**src/hw/rtl/chtr_pkg.sv**
```systemverilog
package chtr_pkg;

    localparam int CLUSTERS_DEF = 4096;
    localparam int WAYS_DEF     = 3;

    localparam int TAG_W  = 16;
    localparam int MV_W   = 32;
    localparam int META_W = 26;
    localparam int ENT_W  = TAG_W + MV_W + META_W;

    typedef enum logic [1:0] {
        MODE_PROBE = 2'd0,
        MODE_STORE = 2'd1,
        MODE_NEWS  = 2'd2,
        MODE_NOP   = 2'd3
    } t_mode;

    typedef enum logic [2:0] {
        ST_CLEAR,
        ST_IDLE,
        ST_READ,
        ST_EVAL,
        ST_WRITE,
        ST_OUT
    } t_state;

    // controller -> datapath
    typedef struct packed {
        logic clr_wr;
        logic clr_step;
        logic load_in;
        logic rd;
        logic eval;
        logic wr;
        logic zero_res;
        logic gen_inc;
    } t_cmd;

    // datapath -> controller
    typedef struct packed {
        logic clr_done;
        logic mode_mem;
        logic mode_gen;
    } t_sts;

endpackage

```
**src/hw/rtl/chtr_ctrl.sv**
```systemverilog
module chtr_ctrl (
    input  logic           i_clk,
    input  logic           i_rst_n,
    input  logic           i_in_valid,
    output logic           o_in_ready,
    output logic           o_out_valid,
    input  logic           i_out_ready,
    input  chtr_pkg::t_sts i_sts,
    output chtr_pkg::t_cmd o_cmd
);
    import chtr_pkg::*;

    t_state r_state, n_state;

    always_ff @(posedge i_clk) begin
        if (!i_rst_n) begin
            r_state <= ST_CLEAR;
        end else begin
            r_state <= n_state;
        end
    end

    always_comb begin
        n_state     = r_state;
        o_cmd       = '0;
        o_in_ready  = 1'b0;
        o_out_valid = 1'b0;
        unique case (r_state)
            ST_CLEAR: begin
                o_cmd.clr_wr   = 1'b1;
                o_cmd.clr_step = 1'b1;
                if (i_sts.clr_done) n_state = ST_IDLE;
            end
            ST_IDLE: begin
                o_in_ready    = 1'b1;
                o_cmd.load_in = i_in_valid;
                if (i_in_valid) n_state = ST_READ;
            end
            ST_READ: begin
                if (i_sts.mode_mem) begin
                    o_cmd.rd = 1'b1;
                    n_state  = ST_EVAL;
                end else begin
                    o_cmd.zero_res = 1'b1;
                    o_cmd.gen_inc  = i_sts.mode_gen;
                    n_state        = ST_OUT;
                end
            end
            ST_EVAL: begin
                o_cmd.eval = 1'b1;
                n_state    = ST_WRITE;
            end
            ST_WRITE: begin
                o_cmd.wr = 1'b1;
                n_state  = ST_OUT;
            end
            ST_OUT: begin
                o_out_valid = 1'b1;
                if (i_out_ready) n_state = ST_IDLE;
            end
            default: n_state = ST_IDLE;
        endcase
    end

    ap_clear_no_accept: assert property (@(posedge i_clk) disable iff (!i_rst_n)
        (r_state == ST_CLEAR) |-> !o_in_ready)
        else $error("accept during clear");
    ap_out_hold: assert property (@(posedge i_clk) disable iff (!i_rst_n)
        (o_out_valid && !i_out_ready) |=> o_out_valid)
        else $error("result dropped");
    ap_excl: assert property (@(posedge i_clk) disable iff (!i_rst_n)
        !(o_in_ready && o_out_valid))
        else $error("accept while result pending");
endmodule

```
**config.mk**
```make
export PLATFORM = sky130hd
export DESIGN_NAME = chtr_ctrl
export DESIGN_NICKNAME = d
export VERILOG_FILES = /design/src/hw/rtl/chtr_pkg.sv /design/src/hw/rtl/chtr_ctrl.sv
export SDC_FILE = /design/constraint.sdc
export NUM_CORES = 1
export LEC_CHECK = 0
export BUFFER_PORTS_ARGS = -buffer_cell sky130_fd_sc_hd__buf_2
export CORE_AREA = 5 5 42 44
export DETAILED_ROUTE_END_ITERATION = 8
export DIE_AREA = 0 0 47 49
export GPL_TIMING_DRIVEN = 0
export SLEW_MARGIN = 30
export SYNTH_ARGS = -nofsm -noshare
export SYNTH_HDL_FRONTEND = slang
export SYNTH_SLANG_ARGS = --single-unit
```
**constraint.sdc**
```tcl
create_clock -name i_clk -period 1.6 [get_ports i_clk]
set_clock_uncertainty 0.15 [all_clocks]
set_input_delay 0.08 -clock i_clk [delete_from_list [all_inputs] [get_ports i_clk]]
set_output_delay 0.08 -clock i_clk [all_outputs]
set_load 0.05 [all_outputs]
```
Word level (Yosys, flattened, before mapping)
Cells that the tools add are included.
- output and inout port bits: 10
- bits of input ports: 7
- word-level logic and storage cells: 26
- register bits after elaboration: 3
- eq/ne operators: 8
- reductions and logical operators: 2
- multiplexer cells: 15
- operator list (cell ; number):
    one-hot mux 3 bit (6 select lines) ; 1
    2-to-1 mux 3 bit ; 4
    2-to-1 mux 1 bit ; 7
    == test 3 x 2 -> 1 bit (second input constant) ; 2
    == test 3 bit (second input constant) ; 2
    2-to-1 mux 2 bit ; 3
    inequality test 2 bit (second input constant) ; 3
    == test 3 x 1 -> 1 bit (second input constant) ; 1
    zero test 3 bit ; 1
    AND reduction 3 bit ; 1

Longest topological paths before layout
- word-level depth: 3
- mapped depth: 4
- mapped depth without buffers: 3

Worst setup path after synthesis
OpenSTA, ideal clock, no wires.
- kind: register -> output
- from: reg r_state[0]
- to: out o_cmd[7] (netlist name)
- data required time: 1370 ps
- arrival: 2011 ps
- buffers on the path: 2
- stages on the path, launching flop included: 4
- path slack: -641 ps
- cells stage by stage: dfxtp_1 buf_6 nor3_1 buf_4
- RTL lines (element ; line ; RTL):
    start, declared ; chtr_ctrl.sv:13 ; t_state r_state, n_state;
    start signal, assigned ; chtr_ctrl.sv:19 ; r_state <= n_state;
    end, declared ; chtr_ctrl.sv:9 ; output chtr_pkg::t_cmd o_cmd

==> reports/qor.csv <==
metric,value,unit
status,completed,
CP Max Fanout,9,
"Period Utilization, post-route",97.0,%
fillers,148,
Register Area,61.3,um2
share of the yosys chip area belonging to registers,21.0,%
unrepaired setup endpoints after global routing,yes,
CP Launch Type,flip-flop,
"Design Area, Final",482,um2
main combinational cell family by area after synthesis,simple AND/OR/NAND/NOR gates,
crit path kind,flip-flop to primary output,
H-tree levels,1,
register bit total from synthesis,3,
CP required,1.37,ns
"Reg clk slew, reported paths",0.04,ns
Buffers & Inverters on Critical Path,2,
Largest register FFs,3,
Yosys cell types,22,
first-pass GRT wire length,1100,um
Peak VDD IR,0.622,mV
Placer Congestion,0.764,
post-DR wirelength/cell,11.3,um
number of remaining DRC errors,0,
Hold Path Class,input port to flip-flop,
synthesized area,287,um2
most common cell in the netlist,dfxtp_1,
Slowest cell on crit path,dfxtp_1,
pwr dens,1160,nW/um2
LEAKAGE,0.228,nW
initial antenna violation count,0,
Post-synth EDFFs,0,
CP max stage delay,0.30,ns
post-synthesis compound-gate area fraction,14.4,%
synthesized net count,37,
Synth Area in XOR/XNOR,0,%
slew at the pin closest to its max-slew limit,0.261,ns
Vias/cell,4.43,
CTS Sinks,3,
Top delay family on crit path,simple AND/OR/NAND/NOR gates,
share of layout cells above drive strength 1,70.6,%
Die Ht,49,um
Final Setup Violations,0,
cells after synthesis,30,
Synth area leaders,"dfxtp_1 (21%), nor4b_4 (8.3%), mux2i_1 (7.0%)",
share of the synthesized area in the top cell type,21.0,%
largest net degree at the start of global routing,11,
Adder-Cell Fraction of Synth Area,0,%
TritonCTS buffer count,3,
Fin Hold WS,0.0714,ns
biggest area consumer among synthesized cells,dfxtp_1,
post-layout util,34.4,%
Overall Power,0.000560,W
Area Overhead vs Synth,68.1,%
min-delay src,i_sts[2],
post-synthesis mux area share,6.99,%
CP Cell Sequence,clkbuf_8 -> nor2_1 -> and3_2 -> clkbuf_4,
CTS tree,yes,
multi-input combinational cell area,216,um2
Root Buffer,clkbuf_4,
n_diodes,0,
Worst EP arrival,1.32,ns
Critical Path End Type,primary output,
vias in the first global route,272,
die area,2300,um2
Post-CTS Setup Inserts,0,
Slew Limit Fails,0,
Core Box Area,1400,um2
Skew-Pair Late Insertion Delay,0.23,ns
Fin. Hold Viols,0,
Ys Warns,0,
dominant synthesized flop cell,dfxtp_1,
Final Critical Period,1.55,ns
Rows,14,
R2R Path Start,r_state[2],
Post-DP Area,424,um2
FMAX,644,MHz
final setup TNS,0,ns
Clock Tree Buf Depth,2,
worst rel slew slack,82.5,%
fraction of the mapped netlist area in simple logic gates,44.1,%
port bufs,16,
Horiz. Die Dim,47,um
top flop regs,r_state x3,
vias,297,
initial DRC count,1,
CP Launch Point,r_state[1],
Initial Util,20.4,%
global route overflow,0,
drt total wl,759,um
average size of a mapped cell,9.55,um2
register with the most flip-flops,r_state,
max cap viols,0,
hpwl dp,612,um
ys async rst share,0,%
Top Ports,17,
Layout Nets,59,
Routed Antenna Nets,0,
GR Util All Layers,6.83,%
drt first pass iters,4,
[layout by cell type, fill, tap and decap left out, drive strengths merged, types with 2 or more instances in the layout]
master,count
dfxtp,3
nor3,2
and3,2
mux2i,2
nor2,2
buf,16
inv,2
nor4b,2
and2,2
clkbuf,8
[worst register-to-register path, cell delays in order (launching register included)]
cell,delay [ns]
dfxtp_1,0.30
buf_4,0.19
and3b_2,0.23
nor3_1,0.26
a221oi_2,0.09
[routing by layer]
layer / track usage [%] / vias to the layer above / wire [um]
met4: 4.15 / 0 / 0
met5: 0 / - / 0
li1: - / 153 / -
met1: 9.21 / 128 / 359
met2: 8.37 / 16 / 310
met3: 3.32 / 0 / 89
[power by group]
group / internal [W] / switching [W] / leakage [nW] / total (W)
registers: 0.0000873 / 0.0000103 / 0.0250 / 0.0000975
logic: 0.000119 / 0.000209 / 0.188 / 0.000327
clock network: 0.0000936 / 0.0000412 / 0.0150 / 0.000135
total: 0.000299 / 0.000260 / 0.228 / 0.000560
[per-stage QoR]
stage               instances  worst slack [ns]
floorplan                  30            -0.101
detailed placement         62             0.202
global placement           62             0.223
global route               67           -0.0108
finish                     67            0.0472
CTS                        67            0.0107
[kinds of logic (layout without fill, tap and decap cells)]
family | Yosys count | after routing
buffers and inverters | 6 | 27
AO/OA/AOI/OAI | 5 | 5
AND/OR/NAND/NOR | 14 | 14
multiplexers | 2 | 2
flip-flops | 3 | 3
[final timing paths]
| path | to | slack, ns | depth (start not counted) |
|---|---|---|---|
| min reg2reg | r_state[0] | 0.52 | 3 |
| max | o_cmd[5] | 0.05 | 4 |
| min | r_state[0] | 0.07 | 4 |
| max reg2reg | r_state[2] | 0.25 | 4 |
[area by class of cell]
class                   count  share of cell area, %
multi-input cells          21                   44.9
repair buffers             17                   22.9
flip-flops and latches      3                   12.7
plain buffers               4                   8.31
clock buffers               4                   5.45
well taps                  16                   4.16
inverters                   2                   1.56
[repair_timing]
item | in CTS | in global routing
hold buffers | 1 | 0
setup endpoints to repair | 2 | 5
cloned | 0 | 0
endpoints found under the hold margin | 3 | 0
pin swaps | 0 | 1
gates resized for setup | 2 | 6
No activity file was read; power rests on OpenSTA's default activity.
